===== src/rtl/core/pmsr_pkg.sv =====
// Package for the shuffled Lehmer generator core: field widths, generator constants,
// controller state type and the command/status structs between controller and datapath.
// No dependencies.
package pmsr_pkg;

    localparam int VALUE_W         = 31;
    localparam int FRAC_W          = 24;
    localparam int MULT_W          = 15;
    localparam int PROD_W          = VALUE_W + MULT_W;
    localparam int TABLE_DEPTH_DEF = 32;
    localparam int WARMUP_STEPS    = 8;

    localparam logic [MULT_W-1:0]  LCG_MULT = 15'd16807;
    localparam logic [VALUE_W-1:0] LCG_MOD  = 31'h7FFF_FFFF;
    localparam logic [FRAC_W-1:0]  FRAC_MAX = 24'd16777214;

    // Slot estimate: floor(value * RECIP / 2^RECIP_SHIFT), off by at most one
    localparam int RECIP_SHIFT = 37;
    localparam int RECIP_W     = 13;

    typedef enum logic [2:0] {
        ST_IDLE,
        ST_SEED_LOAD,
        ST_SEED_MUL,
        ST_SEED_RED,
        ST_DRAW_MUL,
        ST_DRAW_RED,
        ST_DRAW_MEM,
        ST_DRAW_OUT
    } t_ctrl_state;

    typedef struct packed {
        logic load_seed;
        logic step_mul;
        logic seed_red;
        logic draw_red;
        logic tbl_swap;
        logic out_load;
    } t_dp_cmd;

    typedef struct packed {
        logic cnt_zero;
        logic seeded;
        logic out_free;
    } t_dp_status;

endpackage


===== src/rtl/core/pmsr_if.sv =====
// Valid/ready channel interfaces for the request and response beats of the core.
// Depends on pmsr_pkg for field widths.
interface pmsr_req_if import pmsr_pkg::*; ();
    logic valid;
    logic ready;
    logic restart;

    modport source (output valid, output restart, input ready);
    modport sink   (input valid, input restart, output ready);
endinterface

interface pmsr_rsp_if import pmsr_pkg::*; ();
    logic               valid;
    logic               ready;
    logic [VALUE_W-1:0] value;
    logic [FRAC_W-1:0]  fraction;

    modport source (output valid, output value, output fraction, input ready);
    modport sink   (input valid, input value, input fraction, output ready);
endinterface


===== src/rtl/core/pmsr_ctrl.sv =====
// Controller state machine: sequences seeding steps and the draw of one deviate.
// Depends on pmsr_pkg for the state type and command/status structs.
module pmsr_ctrl import pmsr_pkg::*; (
    input  logic       i_clk,
    input  logic       i_rst_n,
    input  logic       i_in_valid,
    input  logic       i_in_restart,
    output logic       o_in_ready,
    input  t_dp_status i_status,
    output t_dp_cmd    o_cmd
);

    t_ctrl_state r_state;
    t_ctrl_state n_state;

    always_ff @(posedge i_clk) begin
        if (!i_rst_n) begin
            r_state <= ST_IDLE;
        end else begin
            r_state <= n_state;
        end
    end

    always_comb begin
        n_state    = r_state;
        o_cmd      = '0;
        o_in_ready = 1'b0;
        unique case (r_state)
            ST_IDLE: begin
                o_in_ready = 1'b1;
                if (i_in_valid) begin
                    n_state = (i_in_restart || !i_status.seeded) ? ST_SEED_LOAD : ST_DRAW_MUL;
                end
            end
            ST_SEED_LOAD: begin
                o_cmd.load_seed = 1'b1;
                n_state         = ST_SEED_MUL;
            end
            ST_SEED_MUL: begin
                o_cmd.step_mul = 1'b1;
                n_state        = ST_SEED_RED;
            end
            ST_SEED_RED: begin
                o_cmd.seed_red = 1'b1;
                n_state        = i_status.cnt_zero ? ST_DRAW_MUL : ST_SEED_MUL;
            end
            ST_DRAW_MUL: begin
                o_cmd.step_mul = 1'b1;
                n_state        = ST_DRAW_RED;
            end
            ST_DRAW_RED: begin
                o_cmd.draw_red = 1'b1;
                n_state        = ST_DRAW_MEM;
            end
            ST_DRAW_MEM: begin
                o_cmd.tbl_swap = 1'b1;
                n_state        = ST_DRAW_OUT;
            end
            ST_DRAW_OUT: begin
                // hold until the output register is free
                if (i_status.out_free) begin
                    o_cmd.out_load = 1'b1;
                    n_state        = ST_IDLE;
                end
            end
            default: n_state = ST_IDLE;
        endcase
    end

endmodule


===== src/rtl/core/pmsr_dpath.sv =====
// Datapath: seed register, Lehmer multiply and Mersenne reduction, slot divider,
// shuffle table memory and output register with the Q0.24 fraction.
// Depends on pmsr_pkg for constants and command/status structs.
module pmsr_dpath import pmsr_pkg::*; #(
    parameter int TABLE_DEPTH = TABLE_DEPTH_DEF
) (
    input  logic               i_clk,
    input  logic               i_rst_n,
    input  logic               i_cfg_we,
    input  logic [VALUE_W-1:0] i_cfg_wdata,
    input  t_dp_cmd            i_cmd,
    output t_dp_status         o_status,
    input  logic               i_out_ready,
    output logic               o_out_valid,
    output logic [VALUE_W-1:0] o_out_value,
    output logic [FRAC_W-1:0]  o_out_fraction
);

    localparam int AW       = $clog2(TABLE_DEPTH);
    localparam int QW       = AW + 1;
    localparam int CW       = $clog2(TABLE_DEPTH + WARMUP_STEPS);
    localparam int QP_W     = VALUE_W + RECIP_W;
    localparam int QM_W     = VALUE_W + QW;
    localparam longint SlotDivL  = 1 + (longint'(LCG_MOD) - 1) / TABLE_DEPTH;
    localparam longint SlotRecip = (longint'(1) <<< RECIP_SHIFT) / SlotDivL;
    localparam logic [VALUE_W-1:0] SLOT_DIV   = VALUE_W'(SlotDivL);
    localparam logic [RECIP_W-1:0] SLOT_RECIP = RECIP_W'(SlotRecip);

    logic [VALUE_W-1:0] r_seed;
    logic [VALUE_W-1:0] r_state;
    logic [VALUE_W-1:0] r_last;
    logic [PROD_W-1:0]  r_prod;
    logic [QW-1:0]      r_qest;
    logic [AW-1:0]      r_slot;
    logic [CW-1:0]      r_cnt;
    logic [VALUE_W-1:0] r_rdata;
    logic               r_out_valid;
    logic [VALUE_W-1:0] r_out_value;
    logic [FRAC_W-1:0]  r_out_frac;
    logic [VALUE_W-1:0] mem [TABLE_DEPTH];

    logic [VALUE_W-1:0] seed_start;
    logic [VALUE_W:0]   red_sum;
    logic [VALUE_W-1:0] red_val;
    logic [QP_W-1:0]    qest_prod;
    logic [QM_W-1:0]    q_mul;
    logic [VALUE_W-1:0] q_rem;
    logic [QW-1:0]      q_fix;
    logic [AW-1:0]      slot_cap;
    logic               fill_en;
    logic               wr_en;
    logic [AW-1:0]      wr_addr;
    logic [VALUE_W-1:0] wr_data;
    logic [VALUE_W:0]   frac_rem;
    logic [FRAC_W:0]    frac_q;
    logic [FRAC_W-1:0]  frac_val;

    // zero and the modulus itself both start the generator at one
    assign seed_start = (r_seed == '0 || r_seed == LCG_MOD) ? VALUE_W'(1) : r_seed;

    // 2^31 = 1 mod M: fold the high part onto the low part, subtract once
    always_comb begin
        red_sum = {1'b0, r_prod[VALUE_W-1:0]} + (VALUE_W + 1)'(r_prod[PROD_W-1:VALUE_W]);
        red_val = (red_sum >= {1'b0, LCG_MOD}) ? VALUE_W'(red_sum - {1'b0, LCG_MOD})
                                               : red_sum[VALUE_W-1:0];
    end

    // slot = last / SLOT_DIV: reciprocal estimate, then one correction, then cap
    assign qest_prod = QP_W'(r_last) * QP_W'(SLOT_RECIP);

    always_comb begin
        q_mul = QM_W'(r_qest) * QM_W'(SLOT_DIV);
        q_rem = r_last - q_mul[VALUE_W-1:0];
        q_fix = r_qest + QW'(q_rem >= SLOT_DIV);
        if (q_fix > QW'(TABLE_DEPTH - 1)) begin
            slot_cap = AW'(TABLE_DEPTH - 1);
        end else begin
            slot_cap = q_fix[AW-1:0];
        end
    end

    // fraction = floor(v * 2^24 / M); x = q0*M + (lo + q0) with q0 = x >> 31
    always_comb begin
        frac_rem = {1'b0, r_rdata[6:0], 24'b0} + (VALUE_W + 1)'(r_rdata[VALUE_W-1:7]);
        frac_q   = {1'b0, r_rdata[VALUE_W-1:7]} + (FRAC_W + 1)'(frac_rem >= {1'b0, LCG_MOD});
        frac_val = (frac_q > {1'b0, FRAC_MAX}) ? FRAC_MAX : frac_q[FRAC_W-1:0];
    end

    assign fill_en = i_cmd.seed_red && (r_cnt < CW'(TABLE_DEPTH));
    assign wr_en   = fill_en || i_cmd.tbl_swap;
    assign wr_addr = i_cmd.tbl_swap ? r_slot : r_cnt[AW-1:0];
    assign wr_data = i_cmd.tbl_swap ? r_state : red_val;

    always_ff @(posedge i_clk) begin
        if (wr_en) begin
            mem[wr_addr] <= wr_data;
        end
        if (i_cmd.tbl_swap) begin
            r_rdata <= mem[r_slot];
        end
    end

    always_ff @(posedge i_clk) begin
        if (!i_rst_n) begin
            r_seed      <= VALUE_W'(1);
            r_last      <= '0;
            r_out_valid <= 1'b0;
        end else begin
            if (i_cfg_we) begin
                r_seed <= i_cfg_wdata;
            end
            if (i_cmd.seed_red && r_cnt == '0) begin
                r_last <= red_val;
            end else if (i_cmd.out_load) begin
                r_last <= r_rdata;
            end
            if (i_cmd.out_load) begin
                r_out_valid <= 1'b1;
            end else if (i_out_ready) begin
                r_out_valid <= 1'b0;
            end
        end
    end

    always_ff @(posedge i_clk) begin
        if (i_cmd.load_seed) begin
            r_state <= seed_start;
            r_cnt   <= CW'(TABLE_DEPTH + WARMUP_STEPS - 1);
        end
        if (i_cmd.step_mul) begin
            r_prod <= PROD_W'(r_state) * PROD_W'(LCG_MULT);
            r_qest <= qest_prod[RECIP_SHIFT+QW-1:RECIP_SHIFT];
        end
        if (i_cmd.seed_red) begin
            r_state <= red_val;
            r_cnt   <= r_cnt - CW'(1);
        end
        if (i_cmd.draw_red) begin
            r_state <= red_val;
            r_slot  <= slot_cap;
        end
        if (i_cmd.out_load) begin
            r_out_value <= r_rdata;
            r_out_frac  <= frac_val;
        end
    end

    assign o_status.cnt_zero = (r_cnt == '0);
    assign o_status.seeded   = (r_last != '0);
    assign o_status.out_free = !r_out_valid || i_out_ready;

    assign o_out_valid    = r_out_valid;
    assign o_out_value    = r_out_value;
    assign o_out_fraction = r_out_frac;

endmodule


===== src/rtl/core/park_miller_shuffled_rng_core.sv =====
// Top level of the shuffled minimal-standard Lehmer generator core.
// Depends on pmsr_pkg, pmsr_if, pmsr_ctrl and pmsr_dpath.
//
//  channel   dir   handshake              payload
//  i_req     in    valid / ready          restart (1)
//  o_rsp     out   valid / ready          value (31), fraction (24)
//  i_cfg     in    i_cfg_we, no wait      i_cfg_wdata (31) -> seed
//
// A draw runs from the accepting edge to the result beat through one Lehmer
// step (multiply, then Mersenne fold) overlapped with the slot divide, the
// swap on the single table port, then the load of the output register.
// A beat that seeds first (restart, or first beat after reset) adds a seed
// load and then TABLE_DEPTH + 8 generator steps, each passing through the
// multiplier in a multiply state and then a reduce state.
// Reset (i_rst_n low, synchronous) sets seed to 1 and marks the core unseeded.
// One beat is in work at a time; i_req.ready is high while the core is idle,
// even while a result still waits in the output register. A stalled o_rsp
// holds the core in its last draw cycle until the output register drains.
module park_miller_shuffled_rng_core import pmsr_pkg::*; #(
    parameter int TABLE_DEPTH = TABLE_DEPTH_DEF
) (
    input  logic               i_clk,
    input  logic               i_rst_n,
    input  logic               i_cfg_we,
    input  logic [VALUE_W-1:0] i_cfg_wdata,
    pmsr_req_if.sink           i_req,
    pmsr_rsp_if.source         o_rsp
);

    t_dp_cmd    dp_cmd;
    t_dp_status dp_status;

    // sequence seeding and draws
    pmsr_ctrl u_ctrl (
        .i_clk        (i_clk),
        .i_rst_n      (i_rst_n),
        .i_in_valid   (i_req.valid),
        .i_in_restart (i_req.restart),
        .o_in_ready   (i_req.ready),
        .i_status     (dp_status),
        .o_cmd        (dp_cmd)
    );

    // generator, shuffle table and output register
    pmsr_dpath #(
        .TABLE_DEPTH (TABLE_DEPTH)
    ) u_dpath (
        .i_clk          (i_clk),
        .i_rst_n        (i_rst_n),
        .i_cfg_we       (i_cfg_we),
        .i_cfg_wdata    (i_cfg_wdata),
        .i_cmd          (dp_cmd),
        .o_status       (dp_status),
        .i_out_ready    (o_rsp.ready),
        .o_out_valid    (o_rsp.valid),
        .o_out_value    (o_rsp.value),
        .o_out_fraction (o_rsp.fraction)
    );

endmodule


===== src/flat_wrapper.sv =====
// flat-port wrapper written by rule: the top's interface ports become plain ports
module park_miller_shuffled_rng_core_flat import pmsr_pkg::*;
#(
    parameter int TABLE_DEPTH = TABLE_DEPTH_DEF
)
  (i_clk, i_rst_n, i_cfg_we, i_cfg_wdata, i_req_valid, i_req_restart, i_req_ready, o_rsp_valid, o_rsp_value, o_rsp_fraction, o_rsp_ready);
  pmsr_req_if i_req_i ();
  pmsr_rsp_if o_rsp_i ();
  input  logic i_clk;
  input  logic i_rst_n;
  input  logic i_cfg_we;
  input  logic [VALUE_W-1:0] i_cfg_wdata;
  input wire logic [$bits(i_req_i.valid)-1:0] i_req_valid;
  input wire logic [$bits(i_req_i.restart)-1:0] i_req_restart;
  output wire logic [$bits(i_req_i.ready)-1:0] i_req_ready;
  output wire logic [$bits(o_rsp_i.valid)-1:0] o_rsp_valid;
  output wire logic [$bits(o_rsp_i.value)-1:0] o_rsp_value;
  output wire logic [$bits(o_rsp_i.fraction)-1:0] o_rsp_fraction;
  input wire logic [$bits(o_rsp_i.ready)-1:0] o_rsp_ready;
  assign i_req_i.valid = i_req_valid;
  assign i_req_i.restart = i_req_restart;
  assign i_req_ready = i_req_i.ready;
  assign o_rsp_valid = o_rsp_i.valid;
  assign o_rsp_value = o_rsp_i.value;
  assign o_rsp_fraction = o_rsp_i.fraction;
  assign o_rsp_i.ready = o_rsp_ready;
  park_miller_shuffled_rng_core #(.TABLE_DEPTH(TABLE_DEPTH)) u_core (.i_clk(i_clk), .i_rst_n(i_rst_n), .i_cfg_we(i_cfg_we), .i_cfg_wdata(i_cfg_wdata), .i_req(i_req_i), .o_rsp(o_rsp_i));
endmodule

===== config.mk =====
export PLATFORM = sky130hd
export DESIGN_NAME = park_miller_shuffled_rng_core_flat
export DESIGN_NICKNAME = d
export VERILOG_FILES = /design/src/rtl/core/pmsr_pkg.sv /design/src/rtl/core/pmsr_if.sv /design/src/rtl/core/pmsr_ctrl.sv /design/src/rtl/core/pmsr_dpath.sv /design/src/rtl/core/park_miller_shuffled_rng_core.sv /design/src/flat_wrapper.sv
export SDC_FILE = /design/constraint.sdc
export NUM_CORES = 2
export LEC_CHECK = 0
export ABC_AREA = 1
export BUFFER_PORTS_ARGS = -buffer_cell sky130_fd_sc_hd__buf_2
export CORE_MARGIN = 4
export CORE_UTILIZATION = 50
export CTS_CLUSTER_SIZE = 25
export DETAILED_ROUTE_END_ITERATION = 12
export PLACE_DENSITY_LB_ADDON = 0.3
export SLEW_MARGIN = 10
export SYNTH_ARGS = -nofsm -noshare
export SYNTH_HDL_FRONTEND = slang
export SYNTH_SLANG_ARGS = --single-unit

===== constraint.sdc =====
create_clock -name i_clk -period 7.1 [get_ports i_clk]
set_clock_uncertainty 0.2 [all_clocks]
set_input_delay 0.71 -clock i_clk [delete_from_list [all_inputs] [get_ports i_clk]]
set_output_delay 0.71 -clock i_clk [all_outputs]
set_load 0.05 [all_outputs]

==> run_results.csv <==
group,metric,value,unit
die,std_cell_rows,125,
global_routing,grt_pass1_wl,257000,um
worst_setup_path,path_max_fanout,6,
pwr,vdd_drop_max,0.000604,V
logic_synthesis,synthSimpleGateAreaFrac,12.0,%
worst_setup_path,crit_family,"adder cells",
clocking,cts_root_buf,"clkbuf_16",
sta,hold_viol,0,
worst_setup_path,critPathRequiredTime,7.36,ns
place,dp_hpwl,112000,um
global_routing,grt_max_degree,197,
drt,drtIter0Drc,5219,
logic_synthesis,yosys.area_share.adder,9.05,%
worst_setup_path,crit_path_start,"u_core.u_dpath.r_state[17]",
worst_setup_path,path_cells,"inv_1 -> fa_1 -> inv_1 -> ha_1 -> inv_1 -> fa_1 -> inv_1 -> fa_1 -> fa_1 -> inv_1 -> fa_1 -> inv_1 -> ha_1 -> nand2_1 -> nor2_1 -> inv_1 -> nor4_1 -> a21oi_1 -> o21ai_0 -> nand2_1 -> nand2_1 -> nand2_1 -> nand3_1 -> xor2_1",
sta,grt_setup_unrepaired,"false",
logic_synthesis,synth_area,59200,um2
sta,period_needed,6.34,ns
layout,finalNetCount,5722,
logic_synthesis,synth_edf_count,1171,
layout,layout_common_cells,"edfxtp_1, nor2_1, o21ai_0, nand2_1, inv_1",
drt,wl,175000,um
logic_synthesis,synth_flop_cell,"edfxtp_1",
logic_synthesis,syn_area_per_cell,11.2,um2
layout,nFillCells,9726,
logic_synthesis,yosys_warnings,0,
logic_synthesis,synth_compound_area_share,11.0,%
die,core,117000,um2
drt,route.detailed.drc,0,
logic_synthesis,synth_top_family_by_area,"simple AND/OR/NAND/NOR gates",
clocking,cts_buffers,120,
worst_setup_path,startpoint_type,"register",
pwr,power_density,461,nW/um2
logic_synthesis,synth_cells,5273,
logic_synthesis,synthTopCellsByArea,"edfxtp_1, o21ai_0, nor2_1, fa_1, ha_1",
drt,drtAntennaViolNets,0,
place,gp_congestion,0.961,
logic_synthesis,post_synth_mux_area_share,0,%
sta,period_share,89.3,%
place,portBuffers,93,
logic_synthesis,synth_seq_cells,1237,
clocking,post_cts_resized,0,
die,initial_core_util,50.7,%
worst_setup_path,critPathBufInv,7,
worst_setup_path,crit_path_top_delay_cell,"fa_1",
worst_setup_path,max_stage_delay,0.56,ns
layout,layout-drive-gt1-share,8.60,%
clocking,max-clock-path-buffers,3,
sta,max_freq,158,MHz
sta,tns,0,ns
logic_synthesis,syn_nets,5657,
logic_synthesis,synth_top_cell_by_area,"edfxtp_1",
drt,dr.pass1.iters,7,
logic_synthesis,synthArstFlopShare,0,%
layout,finalInstanceArea,65600,um2
drt,wl_per_cell,25.1,um
die,die_w,352,um
job,cap_violations,0,
die,ios,94,
logic_synthesis,synth_top_area_share,59.4,%
logic_synthesis,synth_xor_area_share,1.17,%
clocking,cts.clk_slew.worst_paths,0.07,ns
drt,via_per_inst,6.04,
sta,slew_headroom,11.3,%
worst_setup_path,r2r_start,"u_core.u_dpath.r_state[17]",
sta,slew_viol_final,0,
logic_synthesis,synth_cell_types,50,
place,postPlaceCellArea,61700,um2
sta,hold_slack,0.0384,ns
logic_synthesis,synth-seq-area-share,61.6,%
pwr,total_power,30.2,mW
worst_setup_path,worstSetupPathType,"register to register",
die,die_y,352,um
worst_hold_path,hold_class,"input pin to register",
clocking,clock-sinks,1237,
global_routing,grt_pass1_vias,39900,
global_routing,grt_overflow_total,0,
global_routing,antenna_found_initial,8,
worst_hold_path,min_from,"i_cfg_wdata[18]",
clocking,h-tree-depth,3,
drt,vias,42100,
outcome,status,"finished clean",
worst_setup_path,path_common_cell,"inv_1",
die,die_area,124000,um2
worst_setup_path,cp-end-kind,"register",
pwr,cellLeakagePower,24.3,nW
sta,tightest_slew,1.33,ns
global_routing,grt_usage,27.5,%
layout,areaGrowthSynthToFinish,10.8,%
clocking,cts_tree,"built",
layout,final_common_cell,"edfxtp_1",
sta,setup_viol,0,
clocking,clock_latency,0.72,ns
worst_setup_path,crit_arrival,6.60,ns
-- worst reg2reg max path, delay by kind of cell, from the launching register on --
| kind | cells | cell delay (ns) |
|---|---|---|
| AOI/OAI and AO/OA | 2 | 0.53 |
| xor gates and xnor gates | 1 | 0.07 |
| adders and majority gates | 7 | 3.23 |
| buffers and inverters | 7 | 0.48 |
| DFF | 1 | 0.50 |
| and+or+nand+nor | 7 | 1.07 |
-- cells in the mapped netlist (all sizes together) (54+ instances only) --
cell    number
o22ai       69
edfxtp    1171
ha         212
fa         135
dfxtp       66
nand2      609
o221ai     185
nor2       795
inv        538
clkbuf     238
nand3      202
o21ai      646
a21oi       78
xor2        54
-- layout make-up --
class	instances	area [um2]	area share, %
Clock inverter	79	603	0.919
Timing Repair Buffer	195	1280	1.96
Tap cell	1524	1910	2.91
Multi-Input combinational cell	3243	20100	30.7
Clock buffer	149	3150	4.80
Sequential cell	1237	36500	55.6
Antenna cell	2	5.00	0.00763
Inverter	541	2050	3.12
-- sequential cells by signal, summed over array words and instances, names as in the netlist --
name / flops
u_core.u_dpath.r_cnt: 6
u_core.u_ctrl.r_state: 3
u_core.u_dpath.r_seed: 31
u_core.u_dpath.o_out_valid: 1
u_core.u_dpath.r_last: 31
u_core.u_dpath.r_state: 31
u_core.u_dpath.mem: 992
u_core.u_dpath.r_prod: 46
u_core.u_dpath.r_qest: 5
u_core.u_dpath.o_out_fraction: 24
u_core.u_dpath.o_out_value: 31
u_core.u_dpath.r_slot: 5
u_core.u_dpath.r_rdata: 31
-- per-layer routing --
layer,vias to the layer above,global-route usage (%),wire (um)
met1,20600,38.4,70700
met5,-,0,13
li1,18900,-,-
met4,2,9.25,6420
met3,391,6.59,19000
met2,2227,42.6,79100
-- stage by stage --
| stage | setup WS (ns) | utilization [%] | std cells |
|---|---|---|---|
| 3_3_place_gp | 0.771 | 52.8 | 6728 |
| 4_1_cts | 0.780 | 56.1 | 6967 |
| 3_5_place_dp | 0.790 | 52.8 | 6728 |
| 6_report | 0.763 | 56.2 | 6970 |
| 2_1_floorplan | 1.37 | - | 5273 |
| 5_1_grt | 0.241 | 56.2 | 6968 |
-- cells by family after synthesis --
| logic type | after synthesis |
|---|---|
| AND/OR/NAND/NOR | 1724 |
| flip-flops | 1237 |
| AO/OA/AOI/OAI | 1094 |
| buffers and inverters | 793 |
| adder cells (fa/ha/maj) | 347 |
| XOR/XNOR | 78 |
-- power by group --
part / total, mW / internal (mW) / leakage, nW / switching [mW]
combinational: 13.6 / 4.12 / 11.4 / 9.50
sequential: 10.5 / 10.3 / 11.1 / 0.218
clock: 6.11 / 3.34 / 1.84 / 2.77
-- timing repair --
item | CTS | global route
setup buffers | 0 | 0
hold buffers | 11 | 0
endpoints found under the hold margin | 11 | 0
-- final timing paths --
path,end,depth (start not counted),slack [ns]
setup / recovery,u_core.u_dpath.r_prod[40],24,0.76
setup reg to reg,u_core.u_dpath.r_prod[40],24,0.76
hold / removal,u_core.u_dpath.r_seed[18],3,0.04
hold reg to reg,u_core.u_dpath.r_last[1],2,0.29
No activity file was read; power rests on OpenSTA's default activity.
